===== src/rtl/pkbs_pkg.sv =====
`timescale 1ns / 1ps
// ----------------------------------------------------------------------------
// pkbs_pkg: shared types for the peak element search block
// Sequencer states and the status bundle from the search unit.
// ----------------------------------------------------------------------------
package pkbs_pkg;

  // search sequencer states
  typedef enum logic [3:0] {
    ST_LOAD,   // taking elements
    ST_A0,     // read element 0
    ST_A1,     // read element 1, capture element 0
    ST_AN1,    // read element n-1, compare first pair
    ST_AN2,    // read element n-2, capture element n-1
    ST_CMPE,   // compare last pair, set up interior range
    ST_MID,    // pick middle, read it
    ST_M1,     // read left neighbour, capture middle
    ST_M2,     // read right neighbour, compare left
    ST_M3,     // compare right, narrow range
    ST_OUT     // result held for the consumer
  } state_t;

  // what the search unit lets the load side accept
  typedef struct packed {
    logic accept_load;  // a non-final item may be stored
    logic accept_last;  // a final item may close the set
  } srch_status_t;

endpackage


===== src/rtl/pkbs_search.sv =====
`timescale 1ns / 1ps
// ----------------------------------------------------------------------------
// pkbs_search: peak search sequencer
// Checks both ends of sets of two or more, then binary-searches the interior
// through one ram read port, and holds the result until it is taken.
// ----------------------------------------------------------------------------
module pkbs_search #(
  parameter int DEPTH = 1024
) (
  input  logic                           clk,
  input  logic                           rst,
  input  logic                           start,
  input  logic [$clog2(DEPTH+1)-1:0]     n,
  output logic                           rd_en,
  output logic [$clog2(DEPTH)-1:0]       rd_addr,
  input  logic [31:0]                    rd_data,
  output logic                           out_valid,
  input  logic                           out_stall,
  output logic [$clog2(DEPTH)-1:0]       peak_idx,
  output logic                           found,
  output pkbs_pkg::srch_status_t         status
);

  localparam int AW = $clog2(DEPTH);
  localparam int CW = $clog2(DEPTH + 1);
  localparam logic [CW-1:0] ONE = CW'(1);
  localparam logic [CW-1:0] TWO = CW'(2);

  pkbs_pkg::state_t state, state_next;

  logic [CW-1:0] n_reg;
  logic [CW-1:0] lo;
  logic [CW-1:0] hi;
  logic [CW-1:0] m;
  logic [31:0]   x;
  logic          gt_left;

  logic [CW-1:0] mid;
  logic [CW-1:0] n_m1;
  logic [CW-1:0] n_m2;
  logic [CW-1:0] m_m1;
  logic [CW-1:0] m_p1;
  logic          x_gt_rd;
  logic          rd_gt_x;
  logic          empty;

  // arithmetic on the range
  assign mid     = lo + ((hi - lo) >> 1);
  assign n_m1    = n_reg - ONE;
  assign n_m2    = n_reg - TWO;
  assign m_m1    = m - ONE;
  assign m_p1    = m + ONE;
  assign x_gt_rd = $signed(x) > $signed(rd_data);
  assign rd_gt_x = $signed(rd_data) > $signed(x);
  assign empty   = lo > hi;

  // state register
  always_ff @(posedge clk) begin
    if (rst) begin
      state <= pkbs_pkg::ST_LOAD;
    end else begin
      state <= state_next;
    end
  end

  // next state
  always_comb begin
    state_next = state;
    unique case (state)
      pkbs_pkg::ST_LOAD: begin
        if (start) begin
          state_next = (n <= ONE) ? pkbs_pkg::ST_OUT : pkbs_pkg::ST_A0;
        end
      end
      pkbs_pkg::ST_A0:   state_next = pkbs_pkg::ST_A1;
      pkbs_pkg::ST_A1:   state_next = pkbs_pkg::ST_AN1;
      pkbs_pkg::ST_AN1:  state_next = x_gt_rd ? pkbs_pkg::ST_OUT : pkbs_pkg::ST_AN2;
      pkbs_pkg::ST_AN2:  state_next = pkbs_pkg::ST_CMPE;
      pkbs_pkg::ST_CMPE: state_next = x_gt_rd ? pkbs_pkg::ST_OUT : pkbs_pkg::ST_MID;
      pkbs_pkg::ST_MID:  state_next = empty ? pkbs_pkg::ST_OUT : pkbs_pkg::ST_M1;
      pkbs_pkg::ST_M1:   state_next = pkbs_pkg::ST_M2;
      pkbs_pkg::ST_M2:   state_next = pkbs_pkg::ST_M3;
      pkbs_pkg::ST_M3: begin
        state_next = (gt_left && x_gt_rd) ? pkbs_pkg::ST_OUT : pkbs_pkg::ST_MID;
      end
      pkbs_pkg::ST_OUT: begin
        if (!out_stall) begin
          state_next = pkbs_pkg::ST_LOAD;
        end
      end
      default: state_next = pkbs_pkg::ST_LOAD;
    endcase
  end

  // read requests and handshake outputs
  always_comb begin
    rd_en   = 1'b0;
    rd_addr = '0;
    unique case (state)
      pkbs_pkg::ST_A0: begin
        rd_en = 1'b1;
      end
      pkbs_pkg::ST_A1: begin
        rd_en   = 1'b1;
        rd_addr = AW'(1);
      end
      pkbs_pkg::ST_AN1: begin
        rd_en   = 1'b1;
        rd_addr = n_m1[AW-1:0];
      end
      pkbs_pkg::ST_AN2: begin
        rd_en   = 1'b1;
        rd_addr = n_m2[AW-1:0];
      end
      pkbs_pkg::ST_MID: begin
        rd_en   = !empty;
        rd_addr = mid[AW-1:0];
      end
      pkbs_pkg::ST_M1: begin
        rd_en   = 1'b1;
        rd_addr = m_m1[AW-1:0];
      end
      pkbs_pkg::ST_M2: begin
        rd_en   = 1'b1;
        rd_addr = m_p1[AW-1:0];
      end
      default: begin
        rd_en   = 1'b0;
        rd_addr = '0;
      end
    endcase
  end

  assign out_valid          = (state == pkbs_pkg::ST_OUT);
  assign status.accept_last = (state == pkbs_pkg::ST_LOAD);
  assign status.accept_load = (state == pkbs_pkg::ST_LOAD) || (state == pkbs_pkg::ST_OUT);

  // search datapath
  always_ff @(posedge clk) begin
    unique case (state)
      pkbs_pkg::ST_LOAD: begin
        if (start) begin
          n_reg    <= n;
          peak_idx <= '0;
          found    <= 1'b1;
        end
      end
      pkbs_pkg::ST_A1: begin
        x <= rd_data;
      end
      pkbs_pkg::ST_AN1: begin
        if (x_gt_rd) begin
          peak_idx <= '0;
          found    <= 1'b1;
        end
      end
      pkbs_pkg::ST_AN2: begin
        x <= rd_data;
      end
      pkbs_pkg::ST_CMPE: begin
        if (x_gt_rd) begin
          peak_idx <= n_m1[AW-1:0];
          found    <= 1'b1;
        end else begin
          lo <= ONE;
          hi <= n_m2;
        end
      end
      pkbs_pkg::ST_MID: begin
        if (empty) begin
          peak_idx <= '0;
          found    <= 1'b0;
        end else begin
          m <= mid;
        end
      end
      pkbs_pkg::ST_M1: begin
        x <= rd_data;
      end
      pkbs_pkg::ST_M2: begin
        gt_left <= x_gt_rd;
      end
      pkbs_pkg::ST_M3: begin
        if (gt_left && x_gt_rd) begin
          peak_idx <= m[AW-1:0];
          found    <= 1'b1;
        end else if (rd_gt_x) begin
          lo <= m_p1;
        end else begin
          hi <= m_m1;
        end
      end
      default: begin
      end
    endcase
  end

endmodule


===== config.mk =====
export PLATFORM = sky130hd
export DESIGN_NAME = pkbs_search
export DESIGN_NICKNAME = d
export VERILOG_FILES = /design/src/rtl/pkbs_pkg.sv /design/src/rtl/pkbs_search.sv
export SDC_FILE = /design/constraint.sdc
export NUM_CORES = 1
export LEC_CHECK = 0
export ABC_CLOCK_PERIOD_IN_PS = 5900
export BUFFER_PORTS_ARGS = -buffer_cell sky130_fd_sc_hd__buf_4
export CORE_MARGIN = 3
export CORE_UTILIZATION = 59
export CTS_CLUSTER_SIZE = 12
export DETAILED_ROUTE_END_ITERATION = 10
export GPL_ROUTABILITY_DRIVEN = 0
export HOLD_SLACK_MARGIN = 0.02
export PLACE_DENSITY = 0.79
export SLEW_MARGIN = 20
export SYNTH_ARGS = -nofsm -noshare
export SYNTH_HDL_FRONTEND = slang
export SYNTH_SLANG_ARGS = --single-unit

===== constraint.sdc =====
create_clock -name clk -period 5.9 [get_ports clk]
set_clock_uncertainty 0.2 [all_clocks]
set_input_delay 0.295 -clock clk [delete_from_list [all_inputs] [get_ports clk]]
set_output_delay 0.295 -clock clk [all_outputs]
set_load 0.02 [all_outputs]

# Yosys cells after proc, flatten, opt, wreduce, memory -nomap -nowiden
# Index checks and enable logic that the tools add are counted.
# totals
regBits	92
in_bits	47
output_inout_bits	25
elab_cells	87
# op_classes
add_sub_neg	6
magnitude_cmp	4
n_eq_ne	21
n_mux	29
bitwise	1
reduce_logical	17
# ops
op	n
$mux 11	6
$gt 32x32->1	2
$pmux 10 s6	1
$mux 10	5
$pmux 10 s5	1
$pmux 11 s2	2
$pmux 4 s11	1
$mux 4	7
$ne 2x2->1 const B	10
$eq 4x3->1 const B	4
$eq 4x4->1 const B	3
$add 11x1->11 const B	1
$add 11x10->11	1
$gt 11x11->1	1
$le 11x1->1 const B	1
$sub 11x1->11 const B	1
$sub 11x11->11	1
$sub 11x2->11 const B	1
$sub 10x1->10 const B	1
$eq 4x2->1 const B	2
$reduce_and 4->1	2
$reduce_and 2->1	3
$reduce_and 6->1	1
$reduce_or 6->1	1
16 further kinds	19

# Logic depth before layout (Yosys ltp)
# Gate-level depths: netlist (run 1).
# depth
depth_word	4
mapped_depth	15
ltp_nobuf	15

# Least setup slack after synthesis (run 1)
# OpenSTA, ideal clock, no wires.
# synth_path
kind	reg2reg
startpoint	reg state[0]
endpoint	reg x[0] (enable)
setup_ps	470
t_arrival_ps	3508
required_ps	5230
path_slack_ps	1722
stages_incl_launch_ff	5
n_path_buf	2
period_less_slack_ps	4178
path_cell_list	dfxtp_1 > clkbuf_1 > clkbuf_1 > nor2_1 > a211oi_1
# synth_via
elab_chain_len	2
word_cells_on_any_way	4
cone_classes	eq/ne (3); reduce/logical (1)
# synth_rtl
element	line	source
start: declaration	pkbs_search.sv:29	pkbs_pkg::state_t state, state_next;
start signal: assignment	pkbs_search.sv:60	state <= pkbs_pkg::ST_LOAD;
start signal: assignment	pkbs_search.sv:62	state <= state_next;
$eq 4x3->1 / $eq 4x2->1 (equally long branches)	pkbs_search.sv:140	unique case (state)
$reduce_or 3->1 (no source line) (*)	--	
end signal: assignment	pkbs_search.sv:149	x <= rd_data;
end signal: assignment	pkbs_search.sv:158	x <= rd_data;
end signal: assignment	pkbs_search.sv:178	x <= rd_data;
end: declaration	pkbs_search.sv:35	logic [31:0] x;
# Mark *: on every way between the ends. The rest lies on a longest branch, timed or not.
# A chain may end at the register's enable or synchronous reset.

# Final worst setup path (run 1)
# layout_path
startpoint	reg hi[0]
endpoint	out rd_addr[8]
# layout_via
elab_chain_len	3
# layout_rtl
element	line	source
start: declaration	pkbs_search.sv:33	logic [CW-1:0] hi;
start signal: assignment	pkbs_search.sv:166	hi <= n_m2;
start signal: assignment	pkbs_search.sv:190	hi <= m_m1;
$sub 11x11->11	pkbs_search.sv:48	assign mid = lo + ((hi - lo) >> 1);
$add 11x10->11	pkbs_search.sv:48	
net mid[8]	pkbs_search.sv:38	logic [CW-1:0] mid;
$pmux 10 s6	pkbs_search.sv:99	unique case (state)
end: declaration	pkbs_search.sv:15	output logic [$clog2(DEPTH)-1:0] rd_addr,
# The timed path passes the listed nets, and every way through them passes these cells.

==> flow_summary_export.csv, run 1 <==
group,metric,value,unit
status,status,"completed",
worst_hold_path,holdCritPathClass,"input port to flop",
placed_design,placed_area,6870,um^2
critical_path,reg2reg_from,"hi[0]$_DFFE_PP_",
placed_design,dp_slack,1.851,ns
die,die_x,108.5,um
finish,largest_reg_flops,32,
cts,clk_pin_slew,0.09,ns
finish,syn2layout_area_growth,22.04,%
detailed_routing,vias,5425,
finish,top_register,"x",
cts,cts_tree,"done",
pwr,power_density,363.0,nW/um^2
yosys,synth_edf_count,88,
detailed_routing,vias_per_cell,6.151,
yosys,synth_area_leaders,"edfxtp_1 43%, ha_1 12%, inv_1 4.1%",
timing,rsz0062_at_grt,"false",
critical_path,worstSetupEndpointType,"output port",
timing,finalMaxSlewViolations,0,
critical_path,cp.arrival,4.01,ns
pwr,power,2.744,mW
global_routing,grt_pass1_wl,25.96,mm
yosys,ys_types,61,
cts,cts_root_buf,"clkbuf_8",
yosys,synthFlopType,"edfxtp_1",
timing,relSlewSlack,37.83,%
yosys,synthTopCellsByCount,"88 x edfxtp_1, 67 x inv_1, 58 x ha_1",
critical_path,required,5.41,ns
timing,min_period_over_period,76.33,%
timing,worstMarginPinSlew,0.9299,ns
pwr,vdd_drop_max,0.0002976,V
run,drv_cap,0,
placed_design,dp_hpwl,11.56,mm
pwr,power_leakage,3.136,nW
finish,drive_gt1_share,14.02,%
die,rows,36,
die,dieHeight,108.5,um
global_routing,grt_pass1_vias,5276,
die,dieArea,11760,um^2
cts,clock_path_buffers,2,
yosys,post-synth-top-count-cell,"edfxtp_1",
cts,numCtsBuffers,9,
critical_path,ff2ff_path_depth,14,
die,initial_utilization,61.94,%
cts,cts_sinks,92,
detailed_routing,drtIter0Drc,547,
timing,holdWs,0.2253,ns
yosys,yosysTopAreaCell,"edfxtp_1",
critical_path,worstPathMaxFanout,3,
detailed_routing,wl,16.22,mm
detailed_routing,drcViolationCount,0,
global_routing,grt-ovfl-total,0,
yosys,synth_fp_nets,741,
critical_path,r2r_slack,2.14,ns
finish,final_area,7559,um^2
critical_path,crit_path_end,"rd_addr[8]",
timing,setup_viol,0,
critical_path,r2r-end,"m[10]$_DFFE_PP_",
detailed_routing,first_pass_iters,5,
critical_path,crit_start,"hi[0]$_DFFE_PP_",
cts,clock_latency,0.37,ns
detailed_routing,avgRoutedWirePerCell,18.39,um
detailed_routing,drtAntennaViolNets,0,
yosys,synthArstFlopShare,0,%
critical_path,path_class,"flop to output port",
timing,hold_viol_final,0,
critical_path,start_kind,"flop",
finish,diodes,0,
cts,htree_num_levels,3,
cts,cts_setup_buffers,0,
placed_design,dp.cells,822,
finish,stdcell_count,882,
finish,nets,851,
global_routing,grt_use_total,28.85,%
timing,fin_tns_setup,0,ns
timing,fin_crit,4.504,ns
finish,finish.utilization,75.59,%
yosys,post-synth-top-area-fraction,42.67,%
timing,setup_slack,1.396,ns
yosys,syn_area,6193,um^2
global_routing,antenna_found_initial,0,
yosys,yosysWarnings,0,
timing,fmax,222.0,MHz
yosys,avgSynthCellArea,9.769,um^2
finish,n_fill_cell,677,
yosys,ys_ff_latch,92,
yosys,ys_seq_area_share,43.96,%
die,io-pin-count,72,
yosys,synth_cells,634,
die,fp.coreArea,10000,um^2
global_routing,grt_max_degree,33,
placed_design,io_buffers,71,
cell families after synthesis:
group           count (synthesis)  synth area share [%]
simple gates                  177                 13.47
fa+ha+maj                      60                 12.36
compound gates                165                 17.54
buf+inv                        89                 5.394
flops                          92                 43.96
mux                             3                0.4849
xor+xnor                       48                 6.788
layer usage:
layer / share of wire (%) / global-route usage (%) / wire [um] / vias to the layer above
met5: 0 / 0 / 0 / -
met4: 4.4 / 12.89 / 715 / 0
met3: 7.5 / 4.657 / 1212 / 62
met2: 47 / 47.00 / 7646 / 289
met1: 41 / 38.06 / 6643 / 2550
li1: - / - / - / 2524
power breakdown:
group / switching [mW] / internal, mW / total, mW
registers: 0.0827 / 0.935 / 1.02
logic: 0.736 / 0.481 / 1.22
clock network: 0.225 / 0.284 / 0.510
total: 1.04 / 1.70 / 2.74
repair_timing:
action | 4_1_cts | 5_1_grt
hold buffers | 44 | 0
resized for setup | 0 | 0
endpoints found under the hold margin | 45 | 0
critical path, stage by stage (launching register included):
cell       delay, ns
edfxtp_1        0.37
nor2b_1         0.22
fa_1            0.27
nor2b_1         0.05
o21ai_0         0.21
a21boi_0        0.19
o21ai_0         0.25
a21oi_1         0.13
or2_2           0.33
xor2_1          0.15
ha_1            0.22
a2111oi_2       0.41
nor2_1          0.11
xor2_1          0.20
a221o_1         0.37
buf_4           0.16
cells in the final DEF (no fill, tap or decap), types with 4 or more instances in the layout:
| cell type | count |
|---|---|
| and3_1 | 4 |
| xor2_1 | 24 |
| dfxtp_1 | 4 |
| nand3_1 | 19 |
| o21ai_0 | 42 |
| nor2b_1 | 6 |
| or3_1 | 4 |
| nor3_1 | 7 |
| or2_2 | 5 |
| edfxtp_1 | 88 |
| o22ai_1 | 7 |
| or4_1 | 4 |
| nor4_1 | 10 |
| a22oi_1 | 4 |
| a221o_1 | 4 |
| ha_1 | 58 |
| o31ai_1 | 5 |
| nor2_1 | 45 |
| inv_1 | 67 |
| a21oi_1 | 43 |
| xnor2_1 | 24 |
| clkbuf_8 | 9 |
| nand4_1 | 6 |
| dlygate4sd3_1 | 44 |
| o221ai_1 | 4 |
| o211ai_1 | 5 |
| o21a_1 | 6 |
| a21o_1 | 9 |
| o21bai_1 | 4 |
| nand2_1 | 57 |
| buf_4 | 76 |
worst min-delay path by stage:
stage / depth (start not counted) / startpoint / slack (ns) / to
2_1_floorplan: 0 / n[0] / 0.19 / n_reg[0]$_DFFE_PP_
3_3_place_gp: 1 / n[0] / 0.27 / n_reg[0]$_DFFE_PP_
3_5_place_dp: 1 / n[0] / 0.28 / n_reg[0]$_DFFE_PP_
4_1_cts: 5 / out_stall / 0.20 / state[3]$_SDFFE_PP0P_
5_1_grt: 5 / out_stall / 0.24 / state[3]$_SDFFE_PP0P_
6_report: 5 / out_stall / 0.23 / state[3]$_SDFFE_PP0P_
final cells by class:
| cell class | instances | area, um^2 | share of cell area [%] |
|---|---|---|---|
| flip-flops and latches | 92 | 2723 | 36.02 |
| inverters | 68 | 255.2 | 3.377 |
| multi-input cells | 453 | 3164 | 41.86 |
| repair buffers | 120 | 1011 | 13.38 |
| well taps | 133 | 166.4 | 2.202 |
| clock inverters | 5 | 107.6 | 1.424 |
| clock buffers | 11 | 131.4 | 1.738 |
(Power assumes the default switching activity.)
==> run 2: changes to the inputs <==
Settings changed: ABC_AREA set to 1, ABC_CLOCK_PERIOD_IN_PS 5900 to 3900, CORE_UTILIZATION 59 to 53, PLACE_DENSITY 0.79 to 0.75.
Clock period 5.9 ns to 3.9 ns, I/O delays scaled along.
==> run 2 against run 1 <==
  * Critical path depth is the same
  * Largest power group is now registers
  * Critical endpoint is now rd_addr[5]
  * Clock power grew 52%
  * Worst hold slack lost 0.010 ns
  * Register-to-register slack lost 1.5 ns
  * First-iteration DRC count shrank 24%
  * Wire length shrank 10%
  * Synthesized cell count grew 3.6%
  * Cell area shrank 1.0%
==> flow_summary_export.csv, run 2 <==
group,metric,value,unit
critical_path,r2r_slack,0.66,ns
timing,relSlewSlack,42.55,%
die,rows,38,
yosys,synth_fp_nets,764,
pwr,vdd_drop_max,0.0002843,V
finish,regArea,2723,um^2
placed_design,placed_area,6716,um^2
cts,cts_sinks,92,
yosys,post-synth-top-area-fraction,44.08,%
critical_path,critPathBufInv,3,
run,drv_cap,0,
pwr,clockPowerShare,28.0,%
critical_path,path_delay_family,"compound AO/OA/AOI/OAI gates",
critical_path,reg2reg_from,"lo[1]$_SDFFCE_PN0P_",
finish,multi_input_area,2845,um^2
finish,drive_gt1_share,14.79,%
pwr,swShare,29.98,%
die,die_x,112.4,um
worst_hold_path,holdCritPathClass,"input port to flop",
timing,worstMarginPinSlew,0.8585,ns
yosys,syn_area,5994,um^2
cts,clock_latency,0.33,ns
yosys,synthArstFlopShare,0,%
yosys,synth_area_leaders,"edfxtp_1 44%, ha_1 12%, nand2_1 7.3%",
global_routing,grt_max_degree,37,
finish,layout_commonest_cell,"nand2_1",
status,status,"completed",
yosys,ys_ff_latch,92,
critical_path,crit_chain,"buf_4 -> inv_1 -> ha_1 -> nand2_1 -> nor3_1 -> nor3_1 -> xnor2_1 -> ha_1 -> a21oi_1 -> o21ai_1 -> a21o_1 -> xor2_1 -> a221oi_1 -> o21ai_1 -> buf_4",
detailed_routing,wl,14.56,mm
timing,finalMaxSlewViolations,0,
critical_path,r2r-end,"m[7]$_DFFE_PP_",
pwr,power_leakage,3.442,nW
pwr,power_density,369.6,nW/um^2
timing,setup_viol,0,
detailed_routing,drtAntennaViolNets,0,
cts,cts_root_buf,"clkbuf_16",
timing,min_period_over_period,95.71,%
critical_path,path_class,"flop to output port",
die,dieHeight,112.4,um
cts,numCtsBuffers,9,
global_routing,grt_use_total,23.59,%
detailed_routing,first_pass_iters,5,
pwr,power,2.765,mW
yosys,synthFlopType,"edfxtp_1",
timing,fin_crit,3.733,ns
critical_path,worstPathMaxFanout,5,
cts,clk_pin_slew,0.06,ns
yosys,ys_seq_area_share,45.42,%
detailed_routing,drcViolationCount,0,
yosys,ys_types,40,
detailed_routing,vias,5047,
global_routing,grt_pass1_wl,24.16,mm
timing,rsz0062_at_grt,"true",
cts,cts_tree,"done",
yosys,synthTopCellsByCount,"116 x nand2_1, 107 x inv_1, 88 x edfxtp_1",
global_routing,antenna_found_initial,0,
placed_design,io_buffers,71,
critical_path,start_kind,"flop",
timing,holdWs,0.2152,ns
finish,stdcell_count,931,
pwr,pwr-share-seq,46.0,%
yosys,yosysWarnings,0,
detailed_routing,avgRoutedWirePerCell,15.64,um
worst_hold_path,min_from,"start",
global_routing,grt_pass1_vias,5099,
finish,final_area,7481,um^2
detailed_routing,drtIter0Drc,416,
timing,hold_viol_final,0,
critical_path,ff2ff_path_depth,14,
global_routing,grt-ovfl-total,0,
die,io-pin-count,72,
critical_path,worstSetupEndpointType,"output port",
critical_path,slowest_stage,"edfxtp_1",
placed_design,dp.cells,867,
critical_path,max_stage_delay,0.39,ns
yosys,avgSynthCellArea,9.124,um^2
cts,clock_path_buffers,2,
finish,syn2layout_area_growth,24.80,%
pwr,p_int,1.936,mW
pwr,p_sw,0.8290,mW
die,fp.coreArea,10940,um^2
finish,top_register,"x",
die,dieArea,12620,um^2
die,initial_utilization,54.82,%
critical_path,required,3.50,ns
timing,fmax,267.9,MHz
worst_hold_path,whs_endpoint,"state[0]$_SDFFE_PP0P_",
timing,fin_tns_setup,0,ns
finish,nets,893,
worst_hold_path,whs_path_depth,7,
yosys,synth_edf_count,88,
placed_design,dp_hpwl,10.48,mm
finish,diodes,0,
yosys,yosysTopAreaCell,"edfxtp_1",
finish,n_fill_cell,815,
pwr,pwr-share-comb,26.0,%
detailed_routing,vias_per_cell,5.421,
yosys,post-synth-top-count-cell,"nand2_1",
critical_path,crit_start,"lo[1]$_SDFFCE_PN0P_",
yosys,synth_cells,657,
finish,largest_reg_flops,32,
cts,htree_num_levels,3,
finish,final_cell_mix,"116 x nand2_1, 107 x inv_1, 88 x edfxtp_1, 79 x buf_4, 62 x nor2_1",
critical_path,cp.arrival,3.34,ns
-- run 2: tightest hold or removal path, cell delays in order --
cell and delay, ns:
buf_4 0.11, inv_1 0.08, nand2_1 0.07, nand2_1 0.06
nor2_1 0.05, o21ai_0 0.08, nor2_1 0.05
-- run 2: cells by family after synthesis --
group                    after synthesis  share of synthesized area, %
AND/OR/NAND/NOR                      226                         16.26
AO/OA/AOI/OAI                        112                         11.06
XOR/XNOR                              46                         6.721
buffers and inverters                120                         7.597
multiplexers                           1                        0.1670
flip-flops                            92                         45.42
adder cells (fa/ha/maj)               60                         12.77
-- run 2: metrics by stage --
stage	setup slack (ns)	util, %
global placement	0.4761	61.42
floorplan	0.7301	-
global route	-0.06364	68.41
CTS	0.02284	68.08
finish	0.1674	68.41
detailed placement	0.3508	61.42
-- run 2: layout make-up --
| class | instances | area share [%] |
|---|---|---|
| Clock buffer | 10 | 3.061 |
| Clock inverter | 6 | 0.4181 |
| Inverter | 113 | 5.670 |
| Multi-Input combinational cell | 445 | 38.03 |
| Sequential cell | 92 | 36.39 |
| Tap cell | 140 | 2.342 |
| Timing Repair Buffer | 125 | 14.08 |
-- run 2: how the worst max path moves through the flow --
stage	to	cells after the start
after floorplan	rd_addr[9]	15
after global placement	rd_addr[9]	16
after detailed placement	rd_addr[9]	16
after CTS	rd_addr[9]	18
after global routing	rd_addr[5]	15
final	rd_addr[5]	15
-- run 2: per-layer routing --
layer  wire length [um]  global-route usage (%)  up-vias
met3                834                   4.313       30
met5                  0                       0        -
met1               6193                   30.56     2344
li1                   -                       -     2488
met4                282                   7.212        0
met2               7250                   40.44      185
-- run 2: power by group through the flow --
stage	clock network, mW	logic [mW]	registers, mW
after global placement	0	0.643	1.29
final	0.773	0.719	1.27
after global routing	0.837	0.789	1.28
after floorplan	0	0.376	1.32
after CTS	0.790	0.708	1.27
after detailed placement	0	0.662	1.29
-- run 2: repair_timing --
action | in CTS | in global routing
setup buffers | 1 | 1
hold endpoints to repair | 47 | 0
pin swaps | 0 | 1
hold buffers | 46 | 0
endpoints found under the setup margin | 1 | 6
resized for setup | 0 | 9
==> run 3: changes to the inputs <==
Settings changed: ABC_CLOCK_PERIOD_IN_PS 3900 to 3700, CORE_UTILIZATION 53 to 59, PLACE_DENSITY 0.75 to 0.79.
Clock period 3.9 ns to 3.7 ns, I/O delays scaled along.
==> run 3 against run 2 <==
  * The flow now finishes with violations (setup timing)
  * Wire length is 9.9% higher
  * Critical path depth is 1 higher
  * Worst hold slack worse by 0.064 ns
  * Non-clock buffer count is 11 higher
  * Power is 2.1% higher
  * Core utilization is 9.7 points higher
  * Flip-flop and latch count stayed put
  * Via count is 4.9% higher
  * Cell area is 2.5% higher
  * Global-route usage is 4.4 points higher
  * Sequential power is 6% higher
  * Largest power group unchanged
==> flow_summary_export.csv, run 3 (same netlist as run 2, synthesis figures left out) <==
group,metric,value,unit
finish,nets,904,
timing,setup_viol,5,
global_routing,grt_pass1_wl,25.10,mm
die,dieArea,11410,um^2
finish,syn2layout_area_growth,27.91,%
detailed_routing,first_pass_iters,6,
worst_hold_path,min_from,"start",
global_routing,grt_max_degree,37,
timing,relSlewSlack,25.76,%
critical_path,cp.arrival,3.51,ns
finish,layout_commonest_cell,"nand2_1",
finish,largest_reg_flops,32,
timing,setup_slack,-0.1952,ns
pwr,power_leakage,3.476,nW
critical_path,worstSetupEndpointType,"output port",
cts,htree_num_levels,3,
die,io-pin-count,72,
cts,clk_pin_slew,0.09,ns
finish,drive_gt1_share,19.58,%
die,fp.coreArea,9819,um^2
cts,cts_tree,"done",
cts,clock_path_buffers,2,
timing,fmax,256.7,MHz
timing,finalMaxSlewViolations,0,
critical_path,worstPathMaxFanout,5,
cts,cts_sinks,92,
finish,top_register,"x",
status,violations,"setup timing",
finish,multi_input_area,3030,um^2
finish,regArea,2723,um^2
timing,holdWs,0.1513,ns
timing,hold_viol_final,0,
timing,rsz0062_at_grt,"true",
global_routing,antenna_found_initial,0,
status,status,"finished with violations",
pwr,power,2.824,mW
cts,cts_root_buf,"clkbuf_8",
finish,final_cell_mix,"112 x nand2_1, 105 x inv_1, 89 x buf_4, 88 x edfxtp_1, 59 x nor2_1",
critical_path,path_class,"flop to output port",
detailed_routing,drcViolationCount,0,
finish,stdcell_count,935,
worst_hold_path,holdCritPathClass,"input port to flop",
detailed_routing,vias_per_cell,5.664,
placed_design,dp.cells,860,
critical_path,required,3.31,ns
global_routing,grt_pass1_vias,5167,
detailed_routing,avgRoutedWirePerCell,17.11,um
critical_path,slowest_stage,"edfxtp_1",
global_routing,grt-ovfl-total,0,
detailed_routing,drtIter0Drc,578,
run,drv_cap,0,
critical_path,reg2reg_from,"lo[0]$_SDFFCE_PN1P_",
detailed_routing,wl,16.00,mm
die,die_x,106.8,um
timing,min_period_over_period,105.3,%
critical_path,ff2ff_path_depth,20,
finish,finish.utilization,78.08,%
cts,numCtsBuffers,9,
critical_path,r2r-end,"m[10]$_DFFE_PP_",
finish,diodes,0,
detailed_routing,drtAntennaViolNets,0,
placed_design,dp_hpwl,10.71,mm
cts,clock_latency,0.37,ns
critical_path,max_stage_delay,0.43,ns
die,initial_utilization,61.05,%
detailed_routing,vias,5296,
finish,n_fill_cell,648,
pwr,power_density,368.3,nW/um^2
die,dieHeight,106.8,um
critical_path,crit_path_end,"rd_addr[7]",
critical_path,start_kind,"flop",
timing,fin_crit,3.895,ns
timing,worstMarginPinSlew,1.110,ns
critical_path,crit_chain,"inv_2 -> nor2_4 -> fa_2 -> o21ai_2 -> nand2_1 -> nand2_2 -> a21oi_4 -> xnor2_1 -> ha_2 -> buf_4 -> nand2_2 -> nor2_1 -> a211oi_2 -> xor2_2 -> o221ai_2 -> buf_4",
placed_design,io_buffers,71,
die,rows,36,
critical_path,r2r_slack,0.17,ns
pwr,vdd_drop_max,0.0003786,V
critical_path,crit_start,"lo[0]$_SDFFCE_PN1P_",
global_routing,grt_use_total,28.00,%
run 3: changes by cell type in the layout (fill, tap and decap cells not counted), sizes merged:
cell,previous run,this run
clkbuf,10,11
buf,79,90
clkinvlp,1,2
clkinv,8,5
bufinv,0,1
run 3: final cells by class:
type	instances	area share, %
Clock inverter	5	0.6854
Timing Repair Buffer	136	14.87
Multi-Input combinational cell	445	39.52
Tap cell	133	2.170
Sequential cell	92	35.51
Clock buffer	11	1.713
Inverter	113	5.532
run 3: report_power, final:
part           leakage (nW)  internal [mW]  switching, mW
clock network        0.0846          0.309          0.375
registers             0.834           1.29         0.0531
logic                  2.56          0.321          0.479
total                  3.48           1.92          0.907
run 3: metrics by stage:
| step | setup WS, ns | setup TNS (ns) | area, um^2 |
|---|---|---|---|
| final | -0.1952 | -0.6669 | 7667 |
| after global routing | -0.3092 | -1.637 | 7667 |
| after CTS | -0.005003 | -0.005003 | 7465 |
| after detailed placement | 0.1844 | 0 | 6708 |
| after global placement | 0.2827 | 0 | 6708 |
| after floorplan | 0.5401 | 0 | 5995 |
run 3: how the worst min path moves through the flow:
stage | end | slack [ns] | cells past startpoint
finish | state[0]$_SDFFE_PP0P_ | 0.15 | 7
global placement | n_reg[0]$_DFFE_PP_ | 0.17 | 1
floorplan | state[1]$_SDFFE_PP0P_ | 0.05 | 1
global route | state[0]$_SDFFE_PP0P_ | 0.18 | 7
detailed placement | n_reg[0]$_DFFE_PP_ | 0.16 | 1
CTS | state[0]$_SDFFE_PP0P_ | 0.14 | 7
run 3: critical path, delay by kind of cell, from the launching register on:
kind	cells	cell delay, ns
AO/OA/AOI/OAI	4	0.67
XOR/XNOR	2	0.44
adder cells (fa/ha/maj)	2	0.72
buffers and inverters	3	0.43
flip-flops	1	0.43
AND/OR/NAND/NOR	5	0.47
run 3: repair_timing:
item                                    4_1_cts  5_1_grt
endpoints found under the setup margin        6        8
pin swaps                                     7       23
resized for setup                            17       31
hold buffers                                 46        0
gates cloned                                  0        0
hold endpoints to repair                     47        0
buffers inserted                              6        7
run 3: layer usage:
| layer | global-route usage (%) | part of all wire [%] |
|---|---|---|
| met1 | 38.13 | 41 |
| met2 | 46.85 | 47 |
| met3 | 4.877 | 9.1 |
| met4 | 6.941 | 2.4 |
| met5 | 0 | 0 |
